## src/sv/sclp_pkg.sv

```systemverilog
// Package for the serial command line parser: types, codes and helpers.
// Used by the controller, the datapath and the top level.
`default_nettype none

package sclp_pkg;

   // Default sizes of the line buffer and the message store.
   localparam int LINE_CHARS_DEF = 63;
   localparam int MSG_CHARS_DEF  = 31;

   // Character codes the parser looks for.
   localparam logic [7:0] CHAR_NUL   = 8'h00;
   localparam logic [7:0] CHAR_LF    = 8'h0A;
   localparam logic [7:0] CHAR_CR    = 8'h0D;
   localparam logic [7:0] CHAR_PLUS  = 8'h2B;
   localparam logic [7:0] CHAR_MINUS = 8'h2D;
   localparam logic [7:0] CHAR_COMMA = 8'h2C;
   localparam logic [7:0] CHAR_COLON = 8'h3A;

   // Saturation limit of the magnitude and the largest positive value.
   localparam logic [31:0] MAG_LIMIT = 32'h8000_0000;
   localparam logic [31:0] POS_MAX   = 32'h7FFF_FFFF;

   // Parse phase of the current line.
   typedef enum logic [2:0] {
      PH_PREFIX = 3'd0,
      PH_BLANKS = 3'd1,
      PH_SIGN   = 3'd2,
      PH_DIGITS = 3'd3,
      PH_MSG    = 3'd4,
      PH_FAIL   = 3'd5
   } phase_type;

   // Controller states.
   typedef enum logic {
      CTRL_IDLE  = 1'b0,
      CTRL_DRAIN = 1'b1
   } ctrl_state_type;

   // Commands from the controller to the datapath.
   typedef struct packed {
      logic byte_en;
      logic load_out;
      logic clear_line;
   } sclp_cmd_type;

   // Status from the datapath to the controller.
   typedef struct packed {
      logic term;
      logic line_empty;
      logic drain_last;
   } sclp_status_type;

   // Characters of the "SET:" prefix by position.
   function automatic logic [7:0] set_prefix_char(input logic [1:0] pos);
      logic [7:0] ch;
      unique case (pos)
         2'd0:    ch = 8'h53;
         2'd1:    ch = 8'h45;
         2'd2:    ch = 8'h54;
         default: ch = 8'h3A;
      endcase
      return ch;
   endfunction

   function automatic logic is_blank(input logic [7:0] ch);
      return (ch == 8'h20) || (ch == 8'h09) || (ch == 8'h0B) || (ch == 8'h0C);
   endfunction

   function automatic logic is_digit(input logic [7:0] ch);
      return (ch >= 8'h30) && (ch <= 8'h39);
   endfunction

endpackage

`default_nettype wire

```

## src/sv/sclp_ctrl.sv

```systemverilog
// Controller of the serial command line parser: input acceptance and result drain.
// Depends on sclp_pkg.
`default_nettype none

module sclp_ctrl
   import sclp_pkg::*;
(
   input  wire logic            clock,
   input  wire logic            reset,
   input  wire logic            req_valid,
   output logic                 req_stall,
   output logic                 rsp_valid,
   input  wire logic            rsp_stall,
   input  wire sclp_status_type status,
   output sclp_cmd_type         cmd
);

   ctrl_state_type state_ff, state_in;
   logic           rsp_valid_ff, rsp_valid_in;
   logic           out_free;

   // State and output valid registers.
   always_ff @(posedge clock) begin
      if (reset) begin
         state_ff     <= CTRL_IDLE;
         rsp_valid_ff <= 1'b0;
      end else begin
         state_ff     <= state_in;
         rsp_valid_ff <= rsp_valid_in;
      end
   end

   // The output register can take a new item when empty or being emptied.
   assign out_free  = !rsp_valid_ff || !rsp_stall;
   assign rsp_valid = rsp_valid_ff;

   // Next state and commands.
   always_comb begin
      state_in  = state_ff;
      cmd       = '0;
      req_stall = 1'b1;
      unique case (state_ff)
         CTRL_IDLE: begin
            req_stall = 1'b0;
            if (req_valid) begin
               if (!status.term) begin
                  cmd.byte_en = 1'b1;
               end else if (!status.line_empty) begin
                  state_in = CTRL_DRAIN;
               end
            end
         end
         CTRL_DRAIN: begin
            if (out_free) begin
               cmd.load_out = 1'b1;
               if (status.drain_last) begin
                  cmd.clear_line = 1'b1;
                  state_in       = CTRL_IDLE;
               end
            end
         end
         default: state_in = CTRL_IDLE;
      endcase
      rsp_valid_in = cmd.load_out || (rsp_valid_ff && rsp_stall);
   end

endmodule

`default_nettype wire

```

## src/sv/sclp_datapath.sv

```systemverilog
// Datapath of the serial command line parser: line parse state, message store
// and result register. Depends on sclp_pkg.
`default_nettype none

module sclp_datapath
   import sclp_pkg::*;
#(
   parameter int LINE_CHARS = LINE_CHARS_DEF,
   parameter int MSG_CHARS  = MSG_CHARS_DEF
) (
   input  wire logic               clock,
   input  wire logic               reset,
   input  wire logic        [7:0]  req_rx_byte,
   input  wire sclp_cmd_type       cmd,
   output sclp_status_type         status,
   output logic                    rsp_ok,
   output logic signed      [31:0] rsp_value,
   output logic             [7:0]  rsp_msg_char,
   output logic                    rsp_last
);

   localparam int CNT_W = $clog2(LINE_CHARS + 1);
   localparam int LEN_W = $clog2(MSG_CHARS + 1);
   localparam int IDX_W = (MSG_CHARS > 1) ? $clog2(MSG_CHARS) : 1;

   logic [CNT_W-1:0] count_ff, count_in;
   phase_type        phase_ff, phase_in;
   logic             set_form_ff, set_form_in;
   logic             neg_ff, neg_in;
   logic [31:0]      acc_ff, acc_in;
   logic             text_ended_ff, text_ended_in;
   logic [LEN_W-1:0] msg_len_ff, msg_len_in;
   logic [IDX_W-1:0] drain_idx_ff, drain_idx_in;

   logic [7:0]       msg_mem [MSG_CHARS];
   logic             mem_we;

   logic             rsp_ok_ff;
   logic [31:0]      rsp_value_ff;
   logic [7:0]       rsp_msg_char_ff;
   logic             rsp_last_ff;

   logic [35:0]      acc_prod;
   logic [31:0]      acc_step;
   logic [31:0]      acc_first;
   logic [7:0]       sep_char;
   logic             as_blanks;
   logic             line_ok;
   logic [31:0]      line_value;

   // One decimal step of the saturated magnitude: acc * 10 + digit.
   assign acc_prod  = ({4'b0, acc_ff} << 3) + ({4'b0, acc_ff} << 1)
                      + {32'b0, req_rx_byte[3:0]};
   assign acc_step  = (acc_prod > {4'b0, MAG_LIMIT}) ? MAG_LIMIT : acc_prod[31:0];
   assign acc_first = {28'b0, req_rx_byte[3:0]};
   assign sep_char  = set_form_ff ? CHAR_COLON : CHAR_COMMA;

   // Verdict and value of the finished line.
   assign line_ok    = (phase_ff == PH_MSG) && (msg_len_ff != '0);
   assign line_value = neg_ff ? (32'd0 - acc_ff) : (acc_ff[31] ? POS_MAX : acc_ff);

   // Status toward the controller.
   assign status.term       = (req_rx_byte == CHAR_LF) || (req_rx_byte == CHAR_CR);
   assign status.line_empty = (count_ff == '0);
   assign status.drain_last = !line_ok
                              || ((LEN_W'(drain_idx_ff) + LEN_W'(1)) == msg_len_ff);

   // Parse of one received byte, drain index and line clear.
   always_comb begin
      count_in      = count_ff;
      phase_in      = phase_ff;
      set_form_in   = set_form_ff;
      neg_in        = neg_ff;
      acc_in        = acc_ff;
      text_ended_in = text_ended_ff;
      msg_len_in    = msg_len_ff;
      drain_idx_in  = drain_idx_ff;
      mem_we        = 1'b0;
      as_blanks     = 1'b0;
      if (cmd.clear_line) begin
         count_in      = '0;
         phase_in      = PH_PREFIX;
         set_form_in   = 1'b0;
         neg_in        = 1'b0;
         acc_in        = '0;
         text_ended_in = 1'b0;
         msg_len_in    = '0;
         drain_idx_in  = '0;
      end else begin
         if (cmd.load_out) begin
            drain_idx_in = drain_idx_ff + IDX_W'(1);
         end
         if (cmd.byte_en && (count_ff < CNT_W'(LINE_CHARS))) begin
            count_in = count_ff + CNT_W'(1);
            if (!text_ended_ff) begin
               if (req_rx_byte == CHAR_NUL) begin
                  text_ended_in = 1'b1;
               end else begin
                  unique case (phase_ff)
                     PH_PREFIX: begin
                        if ((count_ff < CNT_W'(4))
                            && (req_rx_byte == set_prefix_char(count_ff[1:0]))) begin
                           if (count_ff[1:0] == 2'd3) begin
                              set_form_in = 1'b1;
                              phase_in    = PH_BLANKS;
                           end
                        end else if (count_ff != '0) begin
                           phase_in = PH_FAIL;
                        end else begin
                           as_blanks = 1'b1;
                        end
                     end
                     PH_BLANKS: as_blanks = 1'b1;
                     PH_SIGN: begin
                        if (is_digit(req_rx_byte)) begin
                           phase_in = PH_DIGITS;
                           acc_in   = acc_first;
                        end else begin
                           phase_in = PH_FAIL;
                        end
                     end
                     PH_DIGITS: begin
                        if (is_digit(req_rx_byte)) begin
                           acc_in = acc_step;
                        end else begin
                           phase_in = (req_rx_byte == sep_char) ? PH_MSG : PH_FAIL;
                        end
                     end
                     PH_MSG: begin
                        if (msg_len_ff < LEN_W'(MSG_CHARS)) begin
                           mem_we     = 1'b1;
                           msg_len_in = msg_len_ff + LEN_W'(1);
                        end
                     end
                     PH_FAIL: ;
                     default: phase_in = PH_FAIL;
                  endcase
                  // Blanks, sign or first digit of the integer.
                  if (as_blanks) begin
                     if (is_blank(req_rx_byte)) begin
                        phase_in = PH_BLANKS;
                     end else if ((req_rx_byte == CHAR_PLUS)
                                  || (req_rx_byte == CHAR_MINUS)) begin
                        neg_in   = (req_rx_byte == CHAR_MINUS);
                        phase_in = PH_SIGN;
                     end else if (is_digit(req_rx_byte)) begin
                        phase_in = PH_DIGITS;
                        acc_in   = acc_first;
                     end else begin
                        phase_in = PH_FAIL;
                     end
                  end
               end
            end
         end
      end
   end

   // Line state registers.
   always_ff @(posedge clock) begin
      if (reset) begin
         count_ff      <= '0;
         phase_ff      <= PH_PREFIX;
         set_form_ff   <= 1'b0;
         neg_ff        <= 1'b0;
         acc_ff        <= '0;
         text_ended_ff <= 1'b0;
         msg_len_ff    <= '0;
         drain_idx_ff  <= '0;
      end else begin
         count_ff      <= count_in;
         phase_ff      <= phase_in;
         set_form_ff   <= set_form_in;
         neg_ff        <= neg_in;
         acc_ff        <= acc_in;
         text_ended_ff <= text_ended_in;
         msg_len_ff    <= msg_len_in;
         drain_idx_ff  <= drain_idx_in;
      end
   end

   // Message store write.
   always_ff @(posedge clock) begin
      if (mem_we) begin
         msg_mem[msg_len_ff[IDX_W-1:0]] <= req_rx_byte;
      end
   end

   // Result register; the message store is read straight into it.
   always_ff @(posedge clock) begin
      if (cmd.load_out) begin
         rsp_ok_ff       <= line_ok;
         rsp_value_ff    <= line_ok ? line_value : '0;
         rsp_msg_char_ff <= line_ok ? msg_mem[drain_idx_ff] : '0;
         rsp_last_ff     <= status.drain_last;
      end
   end

   assign rsp_ok       = rsp_ok_ff;
   assign rsp_value    = rsp_value_ff;
   assign rsp_msg_char = rsp_msg_char_ff;
   assign rsp_last     = rsp_last_ff;

endmodule

`default_nettype wire

```

## src/sv/serial_command_line_parser_core.sv

```systemverilog
// Serial command line parser: gathers received bytes into lines and parses each
// line as "SET:<int>:<msg>" or "<int>,<msg>". A plain byte is taken with no
// stall and parsed on the fly. A line terminator (CR or LF) after a non-empty
// line holds the input stalled while the result items are loaded into the output
// register, one per cycle while the result side does not stall: one item per
// kept message character on success, a single item with ok low on failure. The
// single read port of the message store sets the pace of one character a cycle.
// An empty line gives no result.
// Depends on sclp_pkg, sclp_ctrl and sclp_datapath.
`default_nettype none

module serial_command_line_parser_core
   import sclp_pkg::*;
#(
   parameter int LINE_CHARS = LINE_CHARS_DEF,
   parameter int MSG_CHARS  = MSG_CHARS_DEF
) (
   input  wire logic               clock,
   input  wire logic               reset,
   input  wire logic               req_valid,
   output logic                    req_stall,
   input  wire logic        [7:0]  req_rx_byte,
   output logic                    rsp_valid,
   input  wire logic               rsp_stall,
   output logic                    rsp_ok,
   output logic signed      [31:0] rsp_value,
   output logic             [7:0]  rsp_msg_char,
   output logic                    rsp_last
);

   sclp_cmd_type    cmd;
   sclp_status_type status;

   // Controller: acceptance and drain sequencing.
   sclp_ctrl u_ctrl (
      .clock     (clock),
      .reset     (reset),
      .req_valid (req_valid),
      .req_stall (req_stall),
      .rsp_valid (rsp_valid),
      .rsp_stall (rsp_stall),
      .status    (status),
      .cmd       (cmd)
   );

   // Datapath: parse state, message store and result register.
   sclp_datapath #(
      .LINE_CHARS (LINE_CHARS),
      .MSG_CHARS  (MSG_CHARS)
   ) u_datapath (
      .clock        (clock),
      .reset        (reset),
      .req_rx_byte  (req_rx_byte),
      .cmd          (cmd),
      .status       (status),
      .rsp_ok       (rsp_ok),
      .rsp_value    (rsp_value),
      .rsp_msg_char (rsp_msg_char),
      .rsp_last     (rsp_last)
   );

endmodule

`default_nettype wire

```

## config.mk

```make
export PLATFORM = sky130hd
export DESIGN_NAME = serial_command_line_parser_core
export DESIGN_NICKNAME = d
export VERILOG_FILES = /design/src/sv/sclp_pkg.sv /design/src/sv/sclp_ctrl.sv /design/src/sv/sclp_datapath.sv /design/src/sv/serial_command_line_parser_core.sv
export SDC_FILE = /design/constraint.sdc
export NUM_CORES = 1
export LEC_CHECK = 0
export BUFFER_PORTS_ARGS = -buffer_cell sky130_fd_sc_hd__buf_2
export CAP_MARGIN = 25
export CORE_MARGIN = 2
export CORE_UTILIZATION = 25
export CTS_CLUSTER_SIZE = 12
export DETAILED_ROUTE_END_ITERATION = 8
export GPL_TIMING_DRIVEN = 0
export HOLD_SLACK_MARGIN = 0.05
export PLACE_DENSITY = 0.4
export REMOVE_ABC_BUFFERS = 1
export SETUP_SLACK_MARGIN = 0.4
export SYNTH_ARGS = -nofsm -noshare
export SYNTH_HDL_FRONTEND = slang
export SYNTH_HIERARCHICAL = 1
export SYNTH_SLANG_ARGS = --single-unit
```

## constraint.sdc

```tcl
create_clock -name clock -period 9.5 [get_ports clock]
set_input_delay 2.85 -clock clock [delete_from_list [all_inputs] [get_ports clock]]
set_output_delay 2.85 -clock clock [all_outputs]
set_load 0.03 [all_outputs]
```

Yosys cells after proc, flatten, opt, wreduce, memory -nomap -nowiden:

Memory sizes are Yosys's and may differ from the RTL's. A register that Yosys moved wholly into a read port is not among the register bits.
Cells that the tools add are included.

* memory bits (writable): 248
* memories: 1
* bits of input ports: 12
* bits in registers: 90
* output and inout bits: 44

Memory list
* u_datapath.msg_mem: depth 31, width 8, read ports 1, clocked after Yosys merged registers in 1, wr ports 1, line sclp_datapath.sv:35 `logic [7:0] msg_mem [MSG_CHARS];`

* eq/ne operators: 23
* add/subtract/negate cells: 6
* magnitude comparators: 6
* reduce and logical (&&, ||, !) cells: 30
* mux-type cells: 57
* bitwise operators: 4

Operators by type and width (number)
* 32-bit two-way mux: 8
* 32-bit case mux with 2 select lines: 1
* 8-bit by 4-bit equality test with 1-bit output (second input constant): 5
* 8-bit two-way mux: 5
* 35-bit by 33-bit adder with 36-bit output: 1
* 36-bit by 4-bit adder with 36-bit output: 1
* 36-bit by 32-bit > comparator with 1-bit output (second input constant): 1
* 1-bit by 32-bit subtractor with 32-bit output (first input constant): 1
* 31-bit two-way mux: 1
* 1-bit two-way mux: 27
* 8-bit by 6-bit equality test with 1-bit output (second input constant): 3
* 3-bit two-way mux: 8
* 7-bit case mux with 3 select lines: 1
* 8-bit equality test: 2
* 3-bit case mux with 4 select lines: 1
* 6-bit AND reduction: 2
* 5-bit by 1-bit adder with 5-bit output (second input constant): 2
* 8-bit by 6-bit >= comparator with 1-bit output (second input constant): 1
* 8-bit by 6-bit less-or-equal comparator with 1-bit output (second input constant): 1
* 8-bit logical NOT: 1
* 1-bit logical OR: 8
* 7-bit AND reduction: 1
* 6-bit by 1-bit adder with 6-bit output (second input constant): 1
* 3-bit by 2-bit equality test with 1-bit output (second input constant): 2
* 27 further kinds: 41

Depth between registers and ports, before layout:

Gate-level depths: netlist (run 1).

* word-level depth: 18
* depth in mapped cells: 16

Cells and area by module:

Netlist (run 1), hierarchy kept.

Modules (own cells, without submodules)
* sclp_datapath: cells an instance 1318, instances 1, sequential area each 9789.4 µm², area an instance 17061.4 µm²
* sclp_ctrl: cells an instance 10, instances 1, sequential area each 40.0 µm², area an instance 108.9 µm²

Worst setup path after synthesis (run 1):

No wires, ideal clock.

* kind: input to register
* from: input req_rx_byte[3]
* to: register u_datapath.acc_ff[30]
* buffers on the path: 2
* data arrival time: 7.232 ns
* path slack: 2.184 ns
* stages: 16
* library setup time: 0.084 ns
* data required time: 9.416 ns
* cells stage by stage: clkbuf_1 > inv_1 > fa_1 > inv_1 > fa_1 > a211oi_2 > o21ai_1 > a21o_1 > or4_1 > a31o_2 > a211o_1 > or4b_4 > o31ai_4 > nand3_4 > buf_6 > o31ai_2

* cells in the longest elaborated chain, start to end: 9
* elaborated cells between the ends (all ways): 41
* classes of those cells: add/sub: 1; order compare: 3; eq/ne: 9; mux: 17; bitwise: 1; reduce/logical: 10

Ends and longest elaborated chain
* from (decl): line serial_command_line_parser_core.sv:22 `input wire logic [7:0] req_rx_byte,`
* 36-bit by 4-bit adder with 36-bit output / 8-bit equality test (equally long branches): line sclp_datapath.sv:53, sclp_datapath.sv:102
* 36-bit by 32-bit > comparator with 1-bit output / 1-bit logical AND (equally long branches): line sclp_datapath.sv:54, sclp_datapath.sv:102
* 32-bit two-way mux / 1-bit two-way mux (equally long branches): line sclp_datapath.sv:54, sclp_datapath.sv:101
* 32-bit two-way mux / 1-bit case mux with 2 select lines (equally long branches): line sclp_datapath.sv:123, sclp_datapath.sv:99
* 32-bit case mux with 2 select lines / 1-bit two-way mux (equally long branches): line sclp_datapath.sv:99, sclp_datapath.sv:96
* 32-bit two-way mux / 1-bit two-way mux (equally long branches): line sclp_datapath.sv:146, sclp_datapath.sv:95
* 32-bit two-way mux / 1-bit two-way mux (equally long branches): line sclp_datapath.sv:142, sclp_datapath.sv:93
* 32-bit two-way mux / 1-bit two-way mux (equally long branches): line sclp_datapath.sv:140, sclp_datapath.sv:80
* 32-bit two-way mux: line sclp_datapath.sv:139 `if (as_blanks) begin`
* to (signal assigned): line sclp_datapath.sv:175 `acc_ff <= acc_in;`
* to (decl): line sclp_datapath.sv:30 `logic [31:0] acc_ff, acc_in;`

Several ways; a longest one is shown, not always the timed one. The select of a mux whose other input is x is not followed.
A chain may end at the register's enable or synchronous reset.

Worst setup path after layout (run 1):

* from: input req_rx_byte[3]
* to: register u_datapath.acc_ff[12]

Same word-level chain as after synthesis.

==> impl_summary.md, run 1 <==
Yosys
In this run the biggest area consumer among cell types represents 50.72% of the synthesized area. For this run, the number of Yosys warnings is 6. The synthesized netlist occupies a cell area of 17170 µm². Counting distinct cell types in the post-synthesis netlist gives 78. The synthesized-area fraction occupied by adder cells is 5.626%. Synthesis handed over a netlist of 1328 instances. Counting flops with a built-in enable in the synthesized netlist gives 290.

The post-synthesis sequential area ratio is 57.25%. The share of async-settable or async-resettable flops after synthesis is 0%. The fraction of the mapped netlist area in compound gates is 10.09%. Synthesis inferred 346 register bits. The share of the synthesized netlist area taken by xor and xnor gates is 3.418%. edfxtp_1 takes more of the synthesized area than any other cell. The multiplexer fraction of the synthesized cell area is 10.97%. The dominant combinational cell family by area after synthesis is multiplexers. The basic-gate share of the synthesized area counting and, or, nand and nor cells is 10.57%.

In this run the mean area of a mapped cell was 12.93 µm². Yosys attributes the largest share of cell area to edfxtp_1, mux4_2, dfxtp_1. The most common cell in the synthesized netlist is edfxtp_1.

In the synthesized netlist the dominant register cell turns out to be edfxtp_1. By count the netlist is led by edfxtp_1, nand2_1, nor2_1, ha_1, mux4_2.

Global routing
The first global-routing pass estimated 70.61 mm of wire. Entering global routing, the biggest net connects 43 pins. The total global routing track utilization is 13.20%. The number of antenna violations at the first check in global routing is 1.

The via count of the first global-routing pass is 10800. The overall overflow remaining after global route is 0.

Setup path
The critical path ends at u_datapath/acc_ff[12]$_SDFFE_PP0P_. The worst reg-to-reg setup slack is 3.69 ns. The worst register-to-register path ends at u_datapath/acc_ff[12]$_SDFFE_PP0P_. The capturing element type of the critical path is a flop.

For the worst setup path, the data required time is 9.97 ns. The startpoint of the worst setup timing path is req_rx_byte[3]. The worst setup path is of the in -> reg kind. The critical register-to-register path startpoint is u_datapath/acc_ff[2]$_SDFFE_PP0P_. STA puts the critical path data arrival time at 8.78 ns. The largest fanout on the critical path is 42. The kind of start point of the critical path is an input port.

The depth of the worst register-to-register path is 14.

Floorplanning
56 I/O pins were placed. The vertical extent of the die is 266.1 µm. The die is 266.1 µm wide. The initial core utilization is 25.12%. The core region is 68350 µm². The number of standard-cell rows in the floorplan is 96.

The die area is 70790 µm².

Route
The via count normalized by instance count is 4.839. The post-detailed-route wirelength per cell is 20.44 µm. For this run, design rule violations remaining after detail routing come to 0. The total routed wirelength is 46.68 mm. The number of DRC markers after the initial detailed-route iteration is 808. The count of nets left with antenna violations once routing finished came out at 0. Across all layers, the routed design uses 11050 vias. The iteration count of the initial detailed-routing pass is 5.

Timing
At the pin with the least slew margin, the transition time is 1.058 ns. The total negative slack is 0 ns. The max-slew violation total from the final report is 0. Derived from the worst setup path, the maximum achievable clock frequency is 120.3 MHz. Setup repair after global routing left no endpoint under its margin.

The count of final hold-check violations is 0. The part of the cycle the worst path needs is 87.49%. The worst slack on hold paths is 0.4931 ns.

The worst clock skew is 0.02733 ns. The shortest period the worst path allows is 8.311 ns. The headroom to the max-slew limit is 29.32%. The final-report setup violation count is 0.

Clock network
Buffers inserted to repair hold after CTS numbered 0. The cell sitting at the root of the clock tree is a clkbuf_16. Post-CTS timing repair inserted 0 buffers for setup.

The post-cts gate resize count is 0. The number of sinks on the clock net is 346. The clock latency on the worst-skew pair is 0.58 ns. The clock-pin slew on the worst setup and hold paths is 0.06 ns. The TritonCTS clock tree is done. The level count of the clock H-tree is 2. The maximum buffer depth of the clock tree is 3. Counting the buffers created by CTS gives 42.

Run status
The run finished with clean final reports.

Final layout
The count of inserted antenna diode cells is 0. The number of nets in the final layout is 1458. Cells with a size suffix above 1 make up 15.62% of the layout. The area growth from synthesis to final layout is 15.68%.

Run
Across the run, the number of max-cap violations was 0.

Placed design
After legalization and detailed placement, the total HPWL measured 31.92 mm. The final weighted congestion in routability-driven placement is 0.7834. The number of port buffers is 55.

Power and ir drop
VDD sags by at most 0.1079 mV. The power per unit of standard cell area is 166.8 nW/µm². The reported leakage power is 0.006585 µW.

Hold path
The path class of the tightest hold or removal check is reg -> reg.
[layout by cell type, fill, tap and decap left out, drive strengths merged, types with 14 or more instances in the layout]
cell type and n:
o21ai 93, dfxtp 56, clkinv 14, mux2i 25
edfxtp 290, nor4 15, inv 22, nand2 125
nor3 21, xnor2 24, a21oi 67, buf 66
nand4 14, xor2 43, ha 74, nor2 111
clkbuf 59, mux4 72, nand3 15
[through the flow]
stage	utilization, %	cells	area (µm²)	worst slack [ns]	total power [µW]
after global routing	29.06	2284	19860	0.7196	3428
final	29.06	2284	19860	1.189	3312
after CTS	29.05	2283	19860	1.127	3365
after global placement	26.74	2197	18280	0.4901	1775
after detailed placement	27.08	2207	18510	0.5801	1777
after floorplan	-	1260	16900	2.416	1728
[flip-flops by register name (all words and copies together), names as in the netlist]
name and count:
u_datapath/count_ff 6, u_ctrl/rsp_valid 1, u_datapath/rsp_last 1, u_datapath/rsp_ok 1
u_datapath/neg_ff 1, u_datapath/set_form_ff 1, u_datapath/msg_mem 248, u_ctrl/state_ff 1
u_datapath/acc_ff 32, u_datapath/rsp_value 32, u_datapath/msg_len_ff 5, u_datapath/text_ended_ff 1
u_datapath/rsp_msg_char 8, u_datapath/drain_idx_ff 5, u_datapath/phase_ff 3
[kinds of logic after synthesis]
kind of cell | count (synthesis)
adder cells (fa/ha/maj) | 76
multiplexers | 98
AO/OA/AOI/OAI | 272
XOR/XNOR | 67
buffers and inverters | 91
AND/OR/NAND/NOR | 378
flip-flops | 346
[final cells by class]
| type | instances | area (µm²) |
|---|---|---|
| fillers | 6844 | 48480 |
| inverters | 23 | 86.33 |
| repair buffers | 66 | 500.5 |
| clock buffers | 59 | 1135 |
| clock inverters | 17 | 216.5 |
| flip-flops and latches | 346 | 9838 |
| multi-input cells | 891 | 6983 |
| well taps | 882 | 1104 |
[routing by layer]
layer  global-route usage [%]  share of wire, %  vias up
li1                         -                 -     5221
met1                    18.71                48     5569
met2                    21.19                47      216
met3                    2.366               4.4       45
met4                    2.536               1.3        2
met5                        0             0.015        -
[power by group]
group          switching [µW]  internal [µW]  leakage, µW
Sequential               5.57           1650      0.00300
Combinational            67.3           26.2      0.00294
Clock                     646            923     0.000647
Total                     719           2590      0.00658
[worst min-delay path by stage]
| stage | to | startpoint | depth (start not counted) | slack (ns) |
|---|---|---|---|---|
| 3_5_place_dp | u_datapath/text_ended_ff$_SDFFE_PP0P_ | u_datapath/text_ended_ff$_SDFFE_PP0P_ | 2 | 0.49 |
| 6_report | u_datapath/text_ended_ff$_SDFFE_PP0P_ | u_datapath/text_ended_ff$_SDFFE_PP0P_ | 2 | 0.49 |
| 2_1_floorplan | u_datapath/set_form_ff$_SDFFE_PP0P_ | u_datapath/set_form_ff$_SDFFE_PP0P_ | 2 | 0.45 |
| 3_3_place_gp | u_datapath/text_ended_ff$_SDFFE_PP0P_ | u_datapath/text_ended_ff$_SDFFE_PP0P_ | 2 | 0.48 |
| 4_1_cts | u_datapath/text_ended_ff$_SDFFE_PP0P_ | u_datapath/text_ended_ff$_SDFFE_PP0P_ | 2 | 0.50 |
| 5_1_grt | u_datapath/text_ended_ff$_SDFFE_PP0P_ | u_datapath/text_ended_ff$_SDFFE_PP0P_ | 2 | 0.53 |
[worst max-delay path, stage by stage]
cell,delay (ns)
buf_2,0.60
inv_1,0.19
fa_1,0.57
inv_1,0.07
fa_1,0.47
a211oi_2,0.39
o21ai_1,0.25
a21boi_0,0.34
o21ai_0,0.23
a21o_1,0.25
a41oi_1,0.54
o21bai_1,0.22
a2111oi_2,0.93
nand3_4,0.49
o31ai_1,0.37
Power figures use the tool's default switching activity.
==> run 2: changes to the inputs <==
--- a/config.mk
+++ b/config.mk
@@ -7,7 +7,7 @@
 export LEC_CHECK = 0
 export BUFFER_PORTS_ARGS = -buffer_cell sky130_fd_sc_hd__buf_2
 export CAP_MARGIN = 25
-export CORE_MARGIN = 2
+export CORE_MARGIN = 1.5
 export CORE_UTILIZATION = 25
 export CTS_CLUSTER_SIZE = 12
 export DETAILED_ROUTE_END_ITERATION = 8
==> constraint.sdc (replaced) <==
create_clock -name clock -period 9.5 [get_ports clock]
set_input_delay 0.475 -clock clock [delete_from_list [all_inputs] [get_ports clock]]
set_output_delay 0.475 -clock clock [all_outputs]
set_load 0.03 [all_outputs]
==> run 2 against run 1 <==
- non-clock buffer count is the same
- hold slack worse by 0.29 ns
- clock power is essentially flat
- routed wire length is 1.2% lower
- sequential power barely moved
- setup slack better by 2.5 ns
- sequential share of layout area is 0.11 points higher
- die area down 0.75%
- first-iteration DRC count shrank 2.8%
- fmax rose by 43%
- power decreased by 0.54%
- utilization increased by 0.29 points
- highest routed layer unchanged
==> impl_summary.md, run 2 (synthesis results as in run 1) <==
Run status
The run finished with clean final reports.

Timing
The max-slew violation total from the final report is 0. After layout, the worst path uses 60.99% of the clock period. The headroom to the max-slew limit is 33.22%. After layout, the minimum clock period comes to 5.794 ns. The worst slack on hold paths is 0.1993 ns. Setup violations remaining at the end of the flow were counted as 0.

The worst path meets setup with 3.706 ns of slack. The maximum clock rate is 172.6 MHz. The count of final hold-check violations is 0. The slew at the pin with the worst max-slew slack is 0.9956 ns. Across the routed clock network, the largest skew measured is 0.02980 ns.

Summed over all failing endpoints, the final setup total negative slack is 0 ns. Setup repair after global routing left no endpoint under its margin.

Placed design
After detailed placement, the total cell area comes to 18450 µm². The placed wire-length estimate is 30.63 mm. The worst slack at placement is 3.011 ns. Routability-driven placement finished with a final weighted congestion of 0.7910.

Buffers placed on the I/O ports in this run total 55.

Clock network
The later pin in the worst-skew pair is clocked with a latency of 0.58 ns. The post-cts gate resize count is 0. CTS saw 346 sinks. The TritonCTS clock tree is done.

The number of buffers created by CTS is 42. The number of buffers inserted for hold repair after clock tree synthesis is 0. The CTS root buffer is clkbuf_16. The number of buffers added for setup after CTS is 0.

The clock-pin slew on the worst setup and hold paths is 0.05 ns. The maximum buffer depth of the clock tree is 3. CTS built an H-tree with a depth of 2.

Setup path
The largest stage delay on the critical path is 0.88 ns. The capture point of the worst reg-to-reg path is u_datapath/acc_ff[4]$_SDFFE_PP0P_. The worst setup path is captured at a flop. The critical path data arrival time is 6.28 ns.

The worst setup path is launched from an input port. In this run the worst path has a maximum fanout of 42. The critical register-to-register path startpoint is u_datapath/acc_ff[2]$_SDFFE_PP0P_. On the critical path, the stage with the largest delay is an instance of a2111oi_2.

The category of the most critical setup path is in -> reg. The signal on the critical path passes through buf_2, inv_1, fa_1, inv_1, fa_1, a211oi_2, o21ai_1, a21boi_0, o21ai_0, a21o_1, a41oi_1, o21bai_1, a2111oi_2, nand3_4, o31ai_1. The last element of the critical path is u_datapath/acc_ff[4]$_SDFFE_PP0P_.

The critical path starts at req_rx_byte[3]. Across all register-to-register paths, the minimum setup slack is 3.89 ns. The worst register-to-register path has a depth of 14. The data required time at the worst endpoint is 9.99 ns.

Final layout
Compared with the post-synthesis result, the final layout area differs by 15.43%. The register with the most flip-flops in the layout has 248 of them. The finished cells cover 19820 µm². The fraction of layout instances using a drive strength above 1 is 15.93%.

The number of nets in the final layout is 1458. The final-layout fill cell count is 6868. The top cell types in the final layout, fill and taps aside, are edfxtp_1, nand2_1, nor2_1. The count of inserted antenna diode cells is 0. Leaving out fill and tap cells, the most frequent cell in the layout is edfxtp_1.

Floorplanning
The initial core utilization is 25.43%. The die covers 70260 µm². The number of standard-cell rows in the floorplan is 95. In this run the standard cell core region covers 67510 µm². The vertical extent of the die is 265.1 µm. In this run the count of I/O pins placed on the die edge is 56. In this run the horizontal extent of the chip is 265.1 µm.

Power and ir drop
Power spread over the standard cell area amounts to 166.2 nW/µm². The maximum ir drop on the vdd rail is 0.1088 mV. Summed over all cells, the static leakage comes to 0.006573 µW.

The total power draw is 3295 µW.

Hold path
In this run the worst hold path is classified as in -> reg.

Global routing
The maximum number of pins on one net before global-route repair is 61. Global routing used 13.23% of the available tracks across all layers. The first global-routing pass estimated 70.67 mm of wire. The overall overflow remaining after global route is 0. The via count of the first global-routing pass is 11190. The number of antenna violations at the first check in global routing is 1.

Run
Max-cap violations in this run came to 0.

Route
The first detailed-routing pass took 5 iterations. The number of routed nets with antenna violations is 0. After detailed routing, the number of vias per cell comes to 4.861. After the first detailed-routing iteration, the DRC count stood at 785.

The post-route DRC violation count is 0. The total routed wirelength is 46.14 mm. The overall via count from detail_route is 11050.

After detailed routing, the average wire length per cell comes to 20.30 µm.
-- run 2: worst min-delay path by stage --
| stage | start | endpoint | slack (ns) | cells after the start |
|---|---|---|---|---|
| finish | reset | u_ctrl/state_ff$_SDFF_PP0_ | 0.20 | 2 |
| global route | reset | u_ctrl/state_ff$_SDFF_PP0_ | 0.17 | 2 |
| CTS | reset | u_ctrl/state_ff$_SDFF_PP0_ | 0.15 | 2 |
| detailed placement | u_datapath/text_ended_ff$_SDFFE_PP0P_ | u_datapath/text_ended_ff$_SDFFE_PP0P_ | 0.49 | 2 |
| global placement | u_datapath/text_ended_ff$_SDFFE_PP0P_ | u_datapath/text_ended_ff$_SDFFE_PP0P_ | 0.48 | 2 |
| floorplan | u_datapath/set_form_ff$_SDFFE_PP0P_ | u_datapath/set_form_ff$_SDFFE_PP0P_ | 0.45 | 2 |
-- run 2: power by group --
group          internal (µW)  total (µW)  leakage, µW  switching, µW
sequential              1650        1650      0.00300           5.55
clock                    891        1550     0.000642            660
combinational           25.6        93.3      0.00293           67.7
total                   2560        3290      0.00657            733
-- run 2: worst max-delay path, delay by kind of cell --
family	cells	cell delay, ns
AO/OA/AOI/OAI	9	3.31
adder cells (fa/ha/maj)	2	1.04
buffers and inverters	3	0.89
AND/OR/NAND/NOR	1	0.51
-- run 2: metrics by stage --
stage          utilization, %  instances
4_1_cts                 29.31       2271
3_3_place_gp            27.06       2188
2_1_floorplan               -       1260
6_report                29.36       2273
3_5_place_dp            27.33       2197
5_1_grt                 29.36       2273
-- run 2: cell type report --
type                    count  area (µm²)  share of cell area (%)
flip-flops and latches    346        9838                   49.64
multi-input cells         891        6985                   35.24
clock buffers              58        1161                   5.858
well taps                 873        1092                   5.511
repair buffers             66       484.2                   2.443
clock inverters            16       172.7                  0.8712
inverters                  23       86.33                  0.4356
-- run 2: routing by layer --
layer / up-vias / track usage [%] / share of wire (%)
met5: - / 0 / 0.017
met2: 197 / 20.97 / 46
li1: 5211 / - / -
met1: 5576 / 18.41 / 48
met3: 64 / 2.203 / 3.8
met4: 2 / 4.201 / 2.6
